File: src/hw/rtl/assert_macros.svh
// ----------------------------------------------------------------------------
// Assertion macros
// Shared concurrent assertion helpers. Define NO_ASSERTIONS to compile them out.
// ----------------------------------------------------------------------------
`ifndef ASSERT_MACROS_SVH
`define ASSERT_MACROS_SVH

`ifndef NO_ASSERTIONS

// Same-cycle implication, disabled while reset is held
`define ASSERT_IMPL(lbl, ck, rn, a, c) \
  lbl: assert property (@(posedge ck) disable iff (!rn) (a) |-> (c)) \
    else $error("assertion failed");

// Next-cycle implication, disabled while reset is held
`define ASSERT_NEXT(lbl, ck, rn, a, c) \
  lbl: assert property (@(posedge ck) disable iff (!rn) (a) |=> (c)) \
    else $error("assertion failed");

`else

`define ASSERT_IMPL(lbl, ck, rn, a, c)
`define ASSERT_NEXT(lbl, ck, rn, a, c)

`endif

`endif

File: src/hw/rtl/fae_pkg.sv
// ----------------------------------------------------------------------------
// fae_pkg
// Shared types and constants of the flash ADC event unpacker.
// ----------------------------------------------------------------------------
package fae_pkg;

  // Fixed result field widths
  localparam int WORD_W = 32;
  localparam int KIND_W = 2;
  localparam int CHAN_W = 3;
  localparam int IDX_W  = 12;
  localparam int SAMP_W = 16;
  localparam int MASK_W = 8;
  localparam int WPC_W  = 12;

  // Header words counted by the size field besides the payload
  localparam int HDR_ADJ = 4;

  // Result kinds
  typedef enum logic [KIND_W-1:0] {
    KIND_PAIR    = 2'd0,
    KIND_SUMMARY = 2'd1,
    KIND_ERROR   = 2'd2
  } kind_t;

  // Control part of a queued request
  typedef struct packed {
    kind_t kind;
    logic  last;
  } cmd_t;

  localparam int CMD_W = $bits(cmd_t);
  // Fixed part of a queue entry: command, payload word, board id, event number
  localparam int ENTRY_FIX_W = CMD_W + 3 * WORD_W;

  typedef struct packed {
    logic [WORD_W-1:0] data_word;
  } in_item_t;

  typedef struct packed {
    logic [KIND_W-1:0]        kind;
    logic [CHAN_W-1:0]        adc_channel;
    logic [IDX_W-1:0]         pair_index;
    logic signed [SAMP_W-1:0] sample_low;
    logic signed [SAMP_W-1:0] sample_high;
    logic [WORD_W-1:0]        board_id;
    logic [WORD_W-1:0]        event_number;
    logic [MASK_W-1:0]        active_mask;
    logic [WPC_W-1:0]         words_per_channel;
    logic                     last;
  } out_item_t;

endpackage

File: src/hw/rtl/fae_front.sv
// ----------------------------------------------------------------------------
// fae_front
// Header parser: latches header words, starts the count division, tracks
// payload progress and queues one request per result.
// ----------------------------------------------------------------------------
module fae_front #(
  parameter int N  = 8,
  parameter int SB = 12,
  parameter int CW = 4,
  parameter int EW = fae_pkg::ENTRY_FIX_W + N + SB
) (
  input  logic                        clk,
  input  logic                        rst_n,
  input  logic                        in_valid,
  output logic                        in_ready,
  input  logic [fae_pkg::WORD_W-1:0]  in_word,
  output logic                        q_push,
  output logic [EW-1:0]               q_wdata,
  input  logic                        q_full,
  output logic                        div_start,
  output logic [SB-1:0]               div_dividend,
  output logic [CW-1:0]               div_divisor,
  input  logic                        div_busy,
  input  logic [SB-1:0]               div_quo
);

  typedef enum logic [5:0] {
    PH_BOARD   = 6'b000001,
    PH_SIZE    = 6'b000010,
    PH_MASK    = 6'b000100,
    PH_EVNUM   = 6'b001000,
    PH_SKIP    = 6'b010000,
    PH_PAYLOAD = 6'b100000
  } phase_t;

  phase_t                       phase_r, phase_nxt;
  logic [fae_pkg::WORD_W-1:0]   board_r, board_nxt;
  logic [SB-1:0]                size_r, size_nxt;
  logic [N-1:0]                 mask_r, mask_nxt;
  logic [fae_pkg::WORD_W-1:0]   evn_r, evn_nxt;
  logic [SB-1:0]                wpc_r, wpc_nxt;
  logic [SB-1:0]                wcnt_r, wcnt_nxt;
  logic [CW-1:0]                chleft_r, chleft_nxt;

  logic [N-1:0]                 word_mask;
  logic [CW-1:0]                pcount;
  logic                         accept;
  logic [SB-1:0]                wcnt_inc;
  logic                         chan_end;

  fae_pkg::cmd_t                e_cmd;
  logic [fae_pkg::WORD_W-1:0]   e_word;
  logic [fae_pkg::WORD_W-1:0]   e_bid;
  logic [fae_pkg::WORD_W-1:0]   e_evn;
  logic [N-1:0]                 e_mask;
  logic [SB-1:0]                e_wpc;

  // Active channel count of the incoming mask word
  assign word_mask = in_word[N-1:0];
  always_comb begin
    pcount = '0;
    for (int i = 0; i < N; i++) begin
      pcount = pcount + CW'(word_mask[i]);
    end
  end

  // Summary must wait for the quotient
  assign in_ready = !q_full && !((phase_r == PH_SKIP) && div_busy);
  assign accept   = in_valid && in_ready;

  assign wcnt_inc = wcnt_r + 1'b1;
  assign chan_end = wcnt_inc == wpc_r;

  assign div_dividend = (size_r < SB'(fae_pkg::HDR_ADJ)) ? '0 :
                        size_r - SB'(fae_pkg::HDR_ADJ);
  assign div_divisor  = pcount;

  // Parser state and request build
  always_comb begin
    phase_nxt  = phase_r;
    board_nxt  = board_r;
    size_nxt   = size_r;
    mask_nxt   = mask_r;
    evn_nxt    = evn_r;
    wpc_nxt    = wpc_r;
    wcnt_nxt   = wcnt_r;
    chleft_nxt = chleft_r;
    q_push     = 1'b0;
    div_start  = 1'b0;
    e_cmd      = '{kind: fae_pkg::KIND_PAIR, last: 1'b0};
    e_word     = '0;
    e_bid      = board_r;
    e_evn      = evn_r;
    e_mask     = mask_r;
    e_wpc      = wpc_r;
    if (accept) begin
      unique case (phase_r)
        PH_BOARD: begin
          board_nxt = in_word;
          phase_nxt = PH_SIZE;
        end
        PH_SIZE: begin
          size_nxt  = in_word[SB-1:0];
          phase_nxt = PH_MASK;
        end
        PH_MASK: begin
          if (pcount == '0) begin
            // Empty mask: report, then reuse this word as the next board id
            q_push    = 1'b1;
            e_cmd     = '{kind: fae_pkg::KIND_ERROR, last: 1'b1};
            e_evn     = '0;
            e_mask    = '0;
            e_wpc     = '0;
            board_nxt = in_word;
            mask_nxt  = '0;
            phase_nxt = PH_SIZE;
          end else begin
            mask_nxt   = word_mask;
            chleft_nxt = pcount;
            div_start  = 1'b1;
            phase_nxt  = PH_EVNUM;
          end
        end
        PH_EVNUM: begin
          evn_nxt   = in_word;
          phase_nxt = PH_SKIP;
        end
        PH_SKIP: begin
          q_push   = 1'b1;
          e_cmd    = '{kind: fae_pkg::KIND_SUMMARY, last: div_quo == '0};
          e_wpc    = div_quo;
          wpc_nxt  = div_quo;
          wcnt_nxt = '0;
          phase_nxt = (div_quo == '0) ? PH_BOARD : PH_PAYLOAD;
        end
        PH_PAYLOAD: begin
          q_push = 1'b1;
          e_word = in_word;
          e_cmd  = '{kind: fae_pkg::KIND_PAIR,
                     last: chan_end && (chleft_r == CW'(1))};
          if (chan_end) begin
            wcnt_nxt   = '0;
            chleft_nxt = chleft_r - 1'b1;
            if (chleft_r == CW'(1)) begin
              phase_nxt = PH_BOARD;
            end
          end else begin
            wcnt_nxt = wcnt_inc;
          end
        end
        default: phase_nxt = PH_BOARD;
      endcase
    end
  end

  assign q_wdata = {e_cmd, e_word, e_bid, e_evn, e_mask, e_wpc};

  always_ff @(posedge clk) begin
    if (!rst_n) begin
      phase_r  <= PH_BOARD;
      wcnt_r   <= '0;
      chleft_r <= '0;
    end else begin
      phase_r  <= phase_nxt;
      wcnt_r   <= wcnt_nxt;
      chleft_r <= chleft_nxt;
    end
  end

  always_ff @(posedge clk) begin
    board_r <= board_nxt;
    size_r  <= size_nxt;
    mask_r  <= mask_nxt;
    evn_r   <= evn_nxt;
    wpc_r   <= wpc_nxt;
  end

endmodule

File: config.mk
export PLATFORM = sky130hd
export DESIGN_NAME = fae_front
export DESIGN_NICKNAME = d
export VERILOG_FILES = /design/src/hw/rtl/assert_macros.svh /design/src/hw/rtl/fae_pkg.sv /design/src/hw/rtl/fae_front.sv
export SDC_FILE = /design/constraint.sdc
export NUM_CORES = 1
export LEC_CHECK = 0
export BUFFER_PORTS_ARGS = -buffer_cell sky130_fd_sc_hd__buf_4
export CAP_MARGIN = 15
export CORE_MARGIN = 1.5
export CORE_UTILIZATION = 55
export DETAILED_ROUTE_END_ITERATION = 10
export PLACE_DENSITY_LB_ADDON = 0.05
export SLEW_MARGIN = 10
export SYNTH_ARGS = -nofsm -noshare
export SYNTH_HDL_FRONTEND = slang
export SYNTH_SLANG_ARGS = --single-unit
File: constraint.sdc
create_clock -name clk -period 16.73 [get_ports clk]
set_input_delay 3.346 -clock clk [delete_from_list [all_inputs] [get_ports clk]]
set_output_delay 3.346 -clock clk [all_outputs]
set_load 0.05 [all_outputs]
==> metrics.txt, run 1 <==
worst vdd ir 0.0765 mV; min cycle time layout 10.91 ns; Synth Instances 518; total number of vias 4721; fin cells 845; Post-Syn Area 5840 um^2; final-report setup violation count 0; Slew @ Worst Pin 1.10 ns; met2 Usage GRT 0.431; # port buffers 186; Top FF cell, synth edfxtp_1; Hold Path Class reg -> reg; hold_buf cts 0; largest net degree at the start of global routing 43; Via density 5.59; routed len/inst 17.1 um; Lkg Pwr 3.21 nW; max-slew violation count 0; drt first pass iters 4; Top Ports 187; Comb power frac 0.113; initial antenna violation count 0; Placed Cells 813; Area growth, synth to finish 36.3%; Power Density 99.5 nW/um^2; average cell area after synthesis 11.3 um^2; DP Worst Slack 5.52 ns; Root Buffer clkbuf_8; grt total ovfl 0; CTS-repair resized insts 0; Total Neg Setup Slack 0 ns; EDFF count, synth 96; share of cells above drive strength 1 0.334; cell-internal power 0.597 mW; n_diodes 0; Post-synth ARST share 0; Distinct cells, synth 64; die area 11200 um^2; Slew Limit Headroom 0.266; syn nets 578; core area 10300 um^2; Critical Path RT 13.38 ns; sequential share of power 0.412; vias in the first global route 4431; DR iter-0 viols 312; RD Place Congestion 0.884; clock latency on the worst-skew pair 0.50 ns; CTS tree done; H-tree levels 4; CP Class in -> out; Seq cells post-synth 118; clk_skew 0.00854 ns; status completed; RSZ-0062 raised after global routing false; fmax 91.7 MHz; Max Cap Viol 0; register area share after synthesis 0.569; CTS max path bufs 2; Remaining DRCs 0; gr usage total 0.262; CTS buffer count 17; HPWL after DPL 10300 um; Nets 756; crit start category input port; final WL 14500 um; CTS sink count 118; final worst path period share 0.652; endpoint class of the critical path primary output; GR Layer Usage met3 0.0478; Layout fillers 664; Routed Antenna Nets 0; Net Sw Frac 0.247; met1 usage 0.351; Initial Utilization 0.566; sw power 0.196 mW; worst path arrival time 7.56 ns; Row Count 37; Final Hold Vio Count 0; clk slew on worst S/H paths 0.06 ns; GR peak layer met2; final setup margin 5.82 ns; crit path max fanout 42; Clk pwr share 0.475; first-pass GRT wire length 22700 um; Die Ht 106 um; number of synthesis warnings 0; Setup Fix Bufs, Post-CTS 0; Die Width 106 um
## worst max-delay path: stages
cell and delay (ns):
buf_4 0.10, inv_1 0.08, fa_1 0.58, fa_1 0.44, fa_1 0.43, inv_1 0.07
ha_1 0.16, inv_1 0.06, fa_1 0.38, xnor2_1 0.20, a2111oi_4 0.69, and3_1 0.24
buf_4 0.38, nand2b_1 0.17, buf_4 0.20
## synthesized netlist by cell type, types with 2 or more instances
| cell type | number | area, um^2 |
|---|---|---|
| a21o_1 | 3 | 22.5 |
| a21boi_1 | 3 | 22.5 |
| a21boi_0 | 2 | 15.0 |
| nor3b_1 | 2 | 15.0 |
| ha_1 | 7 | 87.6 |
| edfxtp_1 | 96 | 2880 |
| and2_1 | 32 | 200 |
| a21oi_1 | 6 | 30.0 |
| nor2_1 | 26 | 97.6 |
| xor2_1 | 8 | 70.1 |
| inv_1 | 23 | 86.3 |
| a2111oi_0 | 2 | 17.5 |
| o21ai_1 | 2 | 10.0 |
| o2bb2ai_1 | 5 | 43.8 |
| o2111ai_1 | 5 | 43.8 |
| a221oi_1 | 3 | 26.3 |
| nor3_1 | 22 | 110 |
| nand3_1 | 8 | 40.0 |
| nand2b_1 | 6 | 37.5 |
| o32ai_1 | 2 | 17.5 |
| or3_1 | 7 | 43.8 |
| o21a_1 | 5 | 37.5 |
| nand4_1 | 5 | 31.3 |
| or4_1 | 2 | 15.0 |
| nor2b_1 | 47 | 294 |
| nand3b_1 | 5 | 37.5 |
| a22o_1 | 12 | 105 |
| xnor2_1 | 11 | 96.3 |
| o21ai_0 | 13 | 65.1 |
| nand2_1 | 35 | 131 |
| fa_1 | 4 | 80.1 |
| dfxtp_1 | 22 | 440 |
| or2_2 | 4 | 25.0 |
| and3_1 | 9 | 56.3 |
| clkbuf_1 | 21 | 78.8 |
| buf_2 | 10 | 50.1 |
| nor4_1 | 11 | 68.8 |
| o221ai_1 | 6 | 52.6 |
## cell families after synthesis
logic type	after synthesis	share of synthesized area
AO/OA/AOI/OAI	79	0.103
XOR/XNOR	19	0.0285
adder cells (fa/ha/maj)	11	0.0287
buffers and inverters	55	0.0381
flip-flops	118	0.569
multiplexers	3	0.00557
AND/OR/NAND/NOR	233	0.227
## metal layers
metal / wire (um) / share of wire
met5: 0 / 0
met4: 180 / 0.012
met3: 905 / 0.063
met2: 7080 / 0.49
met1: 6310 / 0.44
## layout by cell type, fill, tap and decap left out, types with 3 or more instances in the layout
| cell | count |
|---|---|
| and2_1 | 32 |
| nand3_1 | 8 |
| xor2_1 | 8 |
| a21oi_1 | 5 |
| o221ai_1 | 6 |
| xnor2_1 | 11 |
| nand4_1 | 5 |
| nand2_1 | 35 |
| clkbuf_16 | 16 |
| a221oi_1 | 3 |
| dfxtp_1 | 22 |
| o2111ai_1 | 5 |
| o21ai_0 | 13 |
| or2_2 | 4 |
| o21a_1 | 5 |
| nor3_1 | 22 |
| a21boi_1 | 3 |
| clkinv_4 | 4 |
| nor4_1 | 10 |
| a22o_1 | 12 |
| or3_1 | 7 |
| buf_4 | 191 |
| and3_1 | 9 |
| nor2_1 | 26 |
| ha_1 | 7 |
| inv_1 | 23 |
| fa_1 | 4 |
| o2bb2ai_1 | 5 |
| nand3b_1 | 5 |
| bufinv_16 | 4 |
| nor2b_1 | 47 |
| clkinvlp_4 | 3 |
| a21o_1 | 3 |
| nand2b_1 | 6 |
| edfxtp_1 | 96 |
## worst paths after layout
check             cells past startpoint                      from                        to  slack, ns
setup / recovery                     15                in_word[0]                    q_push       5.82
hold reg to reg                       2  chleft_r[3]$_SDFFE_PN0P_  chleft_r[3]$_SDFFE_PN0P_       0.50
setup reg to reg                      6    wcnt_r[3]$_SDFFE_PN0P_    wcnt_r[1]$_SDFFE_PN0P_      13.84
hold / removal                        2  chleft_r[3]$_SDFFE_PN0P_  chleft_r[3]$_SDFFE_PN0P_       0.50
## power by group through the flow
| stage | Combinational [mW] | Clock [mW] | Sequential (mW) |
|---|---|---|---|
| 2_1_floorplan | 0.0405 | 0 | 0.345 |
| 3_3_place_gp | 0.0849 | 0 | 0.332 |
| 3_5_place_dp | 0.0872 | 0 | 0.332 |
| 4_1_cts | 0.0877 | 0.380 | 0.326 |
| 5_1_grt | 0.0958 | 0.392 | 0.327 |
| 6_report | 0.0899 | 0.376 | 0.326 |
## layout make-up
class	count	area [um^2]	area share
Clock buffer	18	418	0.0525
Clock inverter	14	200	0.0251
Inverter	23	86.3	0.0108
Multi-Input combinational cell	345	2330	0.293
Sequential cell	118	3320	0.417
Tap cell	136	170	0.0214
Timing Repair Buffer	191	1430	0.180
## per-stage QoR
step | cell area, um^2 | hold slack [ns] | utilization | power [mW]
floorplan | 5840 | 0.450 | - | 0.386
global placement | 7330 | 0.472 | 0.710 | 0.417
detailed placement | 7330 | 0.484 | 0.710 | 0.420
CTS | 7950 | 0.494 | 0.770 | 0.794
global route | 7960 | 0.518 | 0.771 | 0.815
finish | 7960 | 0.497 | 0.771 | 0.792
## registers in the layout, summed over array words and instances, names as in the netlist
name and count:
chleft_r 4, wpc_r 12, evn_r 32, mask_r 8, wcnt_r 12, board_r 32, phase_r 6, size_r 12
Note: power is estimated with default switching activity, not from simulation.
==> run 2: changes to the inputs <==
--- a/config.mk
+++ b/config.mk
@@ -8,7 +8,7 @@
 export BUFFER_PORTS_ARGS = -buffer_cell sky130_fd_sc_hd__buf_4
 export CAP_MARGIN = 15
 export CORE_MARGIN = 1.5
-export CORE_UTILIZATION = 55
+export CORE_UTILIZATION = 51
 export DETAILED_ROUTE_END_ITERATION = 10
 export PLACE_DENSITY_LB_ADDON = 0.05
 export SLEW_MARGIN = 10
==> constraint.sdc (replaced) <==
create_clock -name clk -period 10.5 [get_ports clk]
set_input_delay 2.1 -clock clk [delete_from_list [all_inputs] [get_ports clk]]
set_output_delay 2.1 -clock clk [all_outputs]
set_load 0.05 [all_outputs]
==> run 2 against run 1 <==
  * Via count rose by 0.21%
  * Setup slack worse by 4.1 ns
  * Critical path type unchanged
  * Core utilization is 4.6 points lower
==> metrics.txt, run 2 (synthesis gave the netlist of run 1 again) <==
status completed; routed len/inst 17.8 um (+3.7%); vias in the first global route 4296 (-3.0%); R2R Path End chleft_r[0]$_SDFFE_PN0P_; Die Ht 110 um (+3.7%); Die Width 110 um (+3.7%); # port buffers 186 (unchanged); CTS tree done; H-tree levels 4 (unchanged); total number of vias 4731 (+0.21%); Top Ports 187 (unchanged); Slew @ Worst Pin 1.07 ns (-0.0276 ns); CTS max path bufs 2 (unchanged); share of cells above drive strength 1 0.335 (+0.000938); Area growth, synth to finish 36.3% (about the same); endpoint class of the critical path primary output; final setup margin 1.76 ns (-4.06 ns); Setup Fix Bufs, Post-CTS 0 (unchanged); CP Class in -> out; RD Place Congestion 0.883 (about the same); clk_skew 0.00777 ns (-0.000773 ns); HPWL after DPL 11000 um (+6.9%); worst vdd ir 0.106 mV (+39%); most common cell after layout, fill and taps aside buf_4; most frequent cells in the layout buf_4, edfxtp_1, nor2b_1; final WL 15100 um (+4.3%); Largest regs board_r: 32 flops, evn_r: 32 flops; reg-to-reg slack, setup 7.03 ns (-6.81 ns); die area 12100 um^2 (+7.6%); CTS buffer count 17 (unchanged); DP Worst Slack 1.72 ns (-3.80 ns); drt first pass iters 4 (unchanged); CTS-repair resized insts 0 (unchanged); Initial Utilization 0.532 (-0.0340); Remaining DRCs 0 (unchanged); Lkg Pwr 3.21 nW (about the same); fmax 114 MHz; crit start category input port; Slew Limit Headroom 0.286 (+0.0200); largest net degree at the start of global routing 34 (-21%); gr usage total 0.250 (-0.0122); FF-to-FF path depth 6 (unchanged); first-pass GRT wire length 22400 um (-1.6%); Row Count 38 (+2.7%); grt total ovfl 0 (unchanged); worst path arrival time 6.64 ns (-0.92 ns); multi-input logic area 2320 um^2 (-0.48%); Power Density 157 nW/um^2 (+57%); Via density 5.57 (-0.38%); max-slew violation count 0 (unchanged); reg2reg start wcnt_r[3]$_SDFFE_PN0P_; worst-case hold path end point chleft_r[1]$_SDFFE_PN0P_; clk slew on worst S/H paths 0.05 ns (about the same); register area 3320 um^2 (unchanged); final worst path period share 0.832; Critical Path RT 8.40 ns (-4.98 ns); min-delay src chleft_r[1]$_SDFFE_PN0P_; Max Cap Viol 0 (unchanged); Root Buffer clkbuf_16; n_diodes 0 (unchanged); Hold Path Class reg -> reg; DR iter-0 viols 295 (-5.4%); CTS sink count 118 (unchanged); Nets 757 (+0.13%); core area 11000 um^2 (+6.4%); final-report setup violation count 0 (unchanged); min cycle time layout 8.74 ns; Routed Antenna Nets 0 (unchanged); Final Hold Vio Count 0 (unchanged); Layout fillers 793 (+19%); hold_buf cts 0 (unchanged); crit path max fanout 29 (-31%); WHS Path Cells 2 (unchanged); Total Neg Setup Slack 0 ns (unchanged); clock latency on the worst-skew pair 0.40 ns (-0.10 ns); RSZ-0062 raised after global routing false; initial antenna violation count 0 (unchanged)
## run 2: cell types whose count changed in the layout (fill, tap and decap cells not counted), sizes merged
cell    delta
clkinv     -1
bufinv     -1
inv        +2
buf        +1
## run 2: worst max-delay path by stage
| stage | start | endpoint | slack (ns) | depth (start not counted) |
|---|---|---|---|---|
| finish | in_word[1] | q_wdata[26] | 1.76 | 15 |
| global route | in_word[1] | q_wdata[26] | 1.52 | 15 |
| detailed placement | in_word[1] | q_wdata[26] | 1.72 | 15 |
| global placement | in_word[0] | q_wdata[26] | 1.89 | 15 |
| CTS | in_word[3] | q_wdata[26] | 1.71 | 15 |
| floorplan | in_word[0] | q_wdata[43] | 1.56 | 13 |
## run 2: stage by stage
step                      instance area, um^2  hold slack, ns  utilization  std cells  total power [mW]
after floorplan                          5840           0.450            -        518             0.615
after global placement                   7340           0.467        0.668        817             0.669
after detailed placement                 7340           0.475        0.668        817             0.672
after CTS                                7940           0.482        0.723        849              1.25
after global routing                     7960           0.525        0.725        850              1.28
final                                    7960           0.480        0.725        850              1.25
## run 2: report_power, final
group          switching, mW  internal [mW]
sequential           0.00361          0.516
clock                  0.207          0.375
combinational         0.0962         0.0477
total                  0.307          0.939
## run 2: metal layers
layer | part of all wire | track usage
met1 | 0.41 | 0.313
met2 | 0.51 | 0.420
met3 | 0.070 | 0.0700
met4 | 0.014 | 0.0779
met5 | 0 | 0
## run 2: layout make-up
class,instances,share of cell area
clock buffers,18,0.0539
well taps,140,0.0220
flip-flops and latches,118,0.417
clock inverters,14,0.0218
inverters,23,0.0108
repair buffers,192,0.183
multi-input cells,345,0.291
## run 2: critical path, cell delays in order
cell and delay (ns):
buf_4 0.13, inv_1 0.12, fa_1 0.47, fa_1 0.52, fa_1 0.41, inv_1 0.07, ha_1 0.18, inv_1 0.06
fa_1 0.37, xnor2_1 0.19, a2111oi_2 0.45, and3_1 0.93, buf_4 0.35, nor2b_1 0.08, buf_4 0.19
==> run 3: changes to the inputs <==
--- a/config.mk
+++ b/config.mk
@@ -5,10 +5,11 @@
 export SDC_FILE = /design/constraint.sdc
 export NUM_CORES = 1
 export LEC_CHECK = 0
+export ABC_AREA = 1
 export BUFFER_PORTS_ARGS = -buffer_cell sky130_fd_sc_hd__buf_4
 export CAP_MARGIN = 15
 export CORE_MARGIN = 1.5
-export CORE_UTILIZATION = 51
+export CORE_UTILIZATION = 46
 export DETAILED_ROUTE_END_ITERATION = 10
 export PLACE_DENSITY_LB_ADDON = 0.05
 export SLEW_MARGIN = 10
==> constraint.sdc (replaced) <==
create_clock -name clk -period 7.9 [get_ports clk]
set_input_delay 1.58 -clock clk [delete_from_list [all_inputs] [get_ports clk]]
set_output_delay 1.58 -clock clk [all_outputs]
set_load 0.05 [all_outputs]
==> run 3 against run 2 <==
  * Clock skew is 0.00098 ns higher
  * Combinational power is 29% higher
  * Die area is 9.7% higher
  * Register-to-register slack worse by 1.6 ns
  * Worst hold slack worse by 0.019 ns
  * Non-clock buffer count is 4 lower
  * Clock-buffer cell count stayed put
  * Wire length is 4.4% lower
  * First-iteration DRC count is 1.4% lower
==> metrics.txt, run 3 <==
status completed; worst vdd ir 0.105 mV (-1.4%); Die Width 115 um (+4.7%); Power Density 197 nW/um^2 (+26%); Placed Cells 993 (+22%); final worst path period share 0.898; crit start category input port; crit path max fanout 10 (-66%); CTS sink count 118 (unchanged); Synth area leaders edfxtp_1, inv_1, nor2_1; WHS Path Cells 2 (unchanged); vias in the first global route 4659 (+8.4%); FF-to-FF path depth 11 (+5); average cell area after synthesis 8.91 um^2 (-21%); top sig layer met4; # port buffers 186 (unchanged); die area 13300 um^2 (+9.7%); HPWL after DPL 10800 um (-1.1%); Lkg Pwr 3.63 nW (+13%); initial antenna violation count 0 (unchanged); Area growth, synth to finish 36.1%; multi-input logic area 1870 um^2 (-19%); RD Place Congestion 0.873 (-1.1%); final WL 14400 um (-4.4%); R2R Path End chleft_r[3]$_SDFFE_PN0P_; reg-to-reg slack, setup 5.44 ns (-1.59 ns); max-slew violation count 0 (unchanged); Row Count 40 (+5.3%); drt first pass iters 5 (+1); Post-Syn Area 5790 um^2 (-0.81%); largest net degree at the start of global routing 42 (+24%); Seq cells post-synth 118 (unchanged); syn nets 710 (+23%); met3 wire length 904 um (-14%); Top FF cell, synth edfxtp_1; post-layout util 0.648 (-0.0766); n_diodes 0 (unchanged); most frequent cell after synthesis inv_1; Setup Fix Bufs, Post-CTS 0 (unchanged); grt total ovfl 0 (unchanged); H-tree levels 4 (unchanged); hold_buf cts 0 (unchanged); gr usage total 0.225 (-0.0245); Slew @ Worst Pin 1.12 ns (+0.0482 ns); Synth top area share 0.498 (+0.00405); worst-case hold path end point chleft_r[1]$_SDFFE_PN0P_; Slew Limit Headroom 0.251 (-0.0349); routed length on met2 7210 um (-5.7%); share of cells above drive strength 1 0.278 (-0.0568); Post-synth top cells inv_1, nor2_1, nand2_1; Post-synth ARST share 0 (unchanged); Initial Utilization 0.476 (-0.0554); Largest regs board_r: 32 flops, evn_r: 32 flops; CTS tree done; CTS-repair resized insts 0 (unchanged); Root Buffer clkbuf_16; reg2reg start phase_r[0]$_SDFFE_PN1P_; Hold Path Class reg -> reg; fin cells 1023 (+20%); Yosys top cell by area edfxtp_1; total number of vias 4871 (+3.0%); clock latency on the worst-skew pair 0.41 ns (about the same); final-report setup violation count 0 (unchanged); min cycle time layout 7.09 ns; Total Neg Setup Slack 0 ns (unchanged); Routed Antenna Nets 0 (unchanged); dpl cell area 7360 um^2 (+0.36%); worst path arrival time 5.51 ns (-1.13 ns); number of synthesis warnings 0 (unchanged); clk_skew 0.00875 ns (+0.000981 ns); Top Ports 187 (unchanged); Max Cap Viol 0 (unchanged); Via density 4.76 (-14%); DR iter-0 viols 291 (-1.4%); Synth Instances 650 (+25%); register area 3320 um^2 (unchanged); core area 12200 um^2 (+11%); Die Ht 115 um (+4.7%); Critical Path RT 6.32 ns (-2.08 ns); routed len/inst 14.1 um (-21%); CTS max path bufs 2 (unchanged); register area share after synthesis 0.574 (+0.00467); endpoint class of the critical path primary output; first-pass GRT wire length 22500 um (+0.77%); clk slew on worst S/H paths 0.05 ns (about the same); Worst Hold Slack 0.461 ns (-0.0188 ns); fmax 141 MHz; Distinct cells, synth 35 (-45%); routed length on met1 6120 um (-1.2%); Nets 904 (+19%); CTS buffer count 17 (unchanged); most frequent cells in the layout buf_4, inv_1, nor2_1; RSZ-0062 raised after global routing false; Final Hold Vio Count 0 (unchanged); EDFF count, synth 96 (unchanged); CP Class in -> out; Remaining DRCs 0 (unchanged); final instance area 7880 um^2 (-0.97%); min-delay src chleft_r[1]$_SDFFE_PN0P_; most common cell after layout, fill and taps aside buf_4; Layout fillers 1048 (+32%)
-- run 3: cell count changes after synthesis, sizes merged, moves of 15 or more --
cell   previous run  this run
nor2b            47         0
nor3             22         7
nand3             9        32
nand2            35       115
inv              23       144
a21oi             6        22
and2             33         0
nor2             27       135
-- run 3: final cells by class --
cell class | instances | area share
tap | 168 | 0.0267
clock buffer | 18 | 0.0544
multi-input combinational | 374 | 0.238
inverter | 145 | 0.0690
timing repair buffer | 188 | 0.179
clock inverter | 12 | 0.0114
sequential | 118 | 0.422
-- run 3: layer usage --
metal | up-vias | GRT usage
li1 | 2435 | -
met1 | 2246 | 0.267
met2 | 173 | 0.394
met3 | 17 | 0.0590
met4 | 0 | 0.0848
met5 | - | 0
-- run 3: metrics by stage --
stage	total power, mW	setup WS [ns]
after floorplan	0.820	0.212
after global placement	0.886	0.924
after detailed placement	0.889	0.818
after CTS	1.57	0.785
after global routing	1.61	0.449
final	1.56	0.807
-- run 3: how the worst max path moves through the flow --
stage | start | endpoint | slack, ns | depth (start not counted)
after floorplan | in_word[0] | q_wdata[10] | 0.21 | 17
after global placement | in_word[0] | q_wdata[10] | 0.92 | 19
after detailed placement | in_word[0] | q_wdata[4] | 0.82 | 19
after CTS | in_word[0] | q_wdata[4] | 0.79 | 19
after global routing | in_word[0] | q_wdata[3] | 0.45 | 19
final | in_word[0] | q_wdata[4] | 0.81 | 19
-- run 3: cell families (layout without fill, tap and decap cells) --
group,after synthesis,after routing,synth area share
AO/OA/AOI/OAI,46,46,0.0434
XOR/XNOR,10,10,0.0151
adder cells (fa/ha/maj),11,11,0.0289
buffers and inverters,158,363,0.106
flip-flops,118,118,0.574
AND/OR/NAND/NOR,307,307,0.233
-- run 3: worst max-delay path, cell delays in order --
cell	delay [ns]
buf_4	0.11
inv_1	0.09
fa_1	0.57
fa_1	0.43
fa_1	0.45
inv_1	0.07
ha_1	0.16
inv_1	0.06
fa_1	0.37
xnor2_1	0.17
nor2_1	0.11
nand3_1	0.09
clkinv_1	0.18
nor2_1	0.07
inv_1	0.07
nand2_1	0.07
nor2_1	0.48
o22ai_1	0.14
buf_4	0.23
-- run 3: report_power, final --
group	internal, mW	switching, mW	total [mW]
clock network	0.421	0.259	0.680
registers	0.687	0.00350	0.690
logic	0.0591	0.127	0.186
total	1.17	0.390	1.56
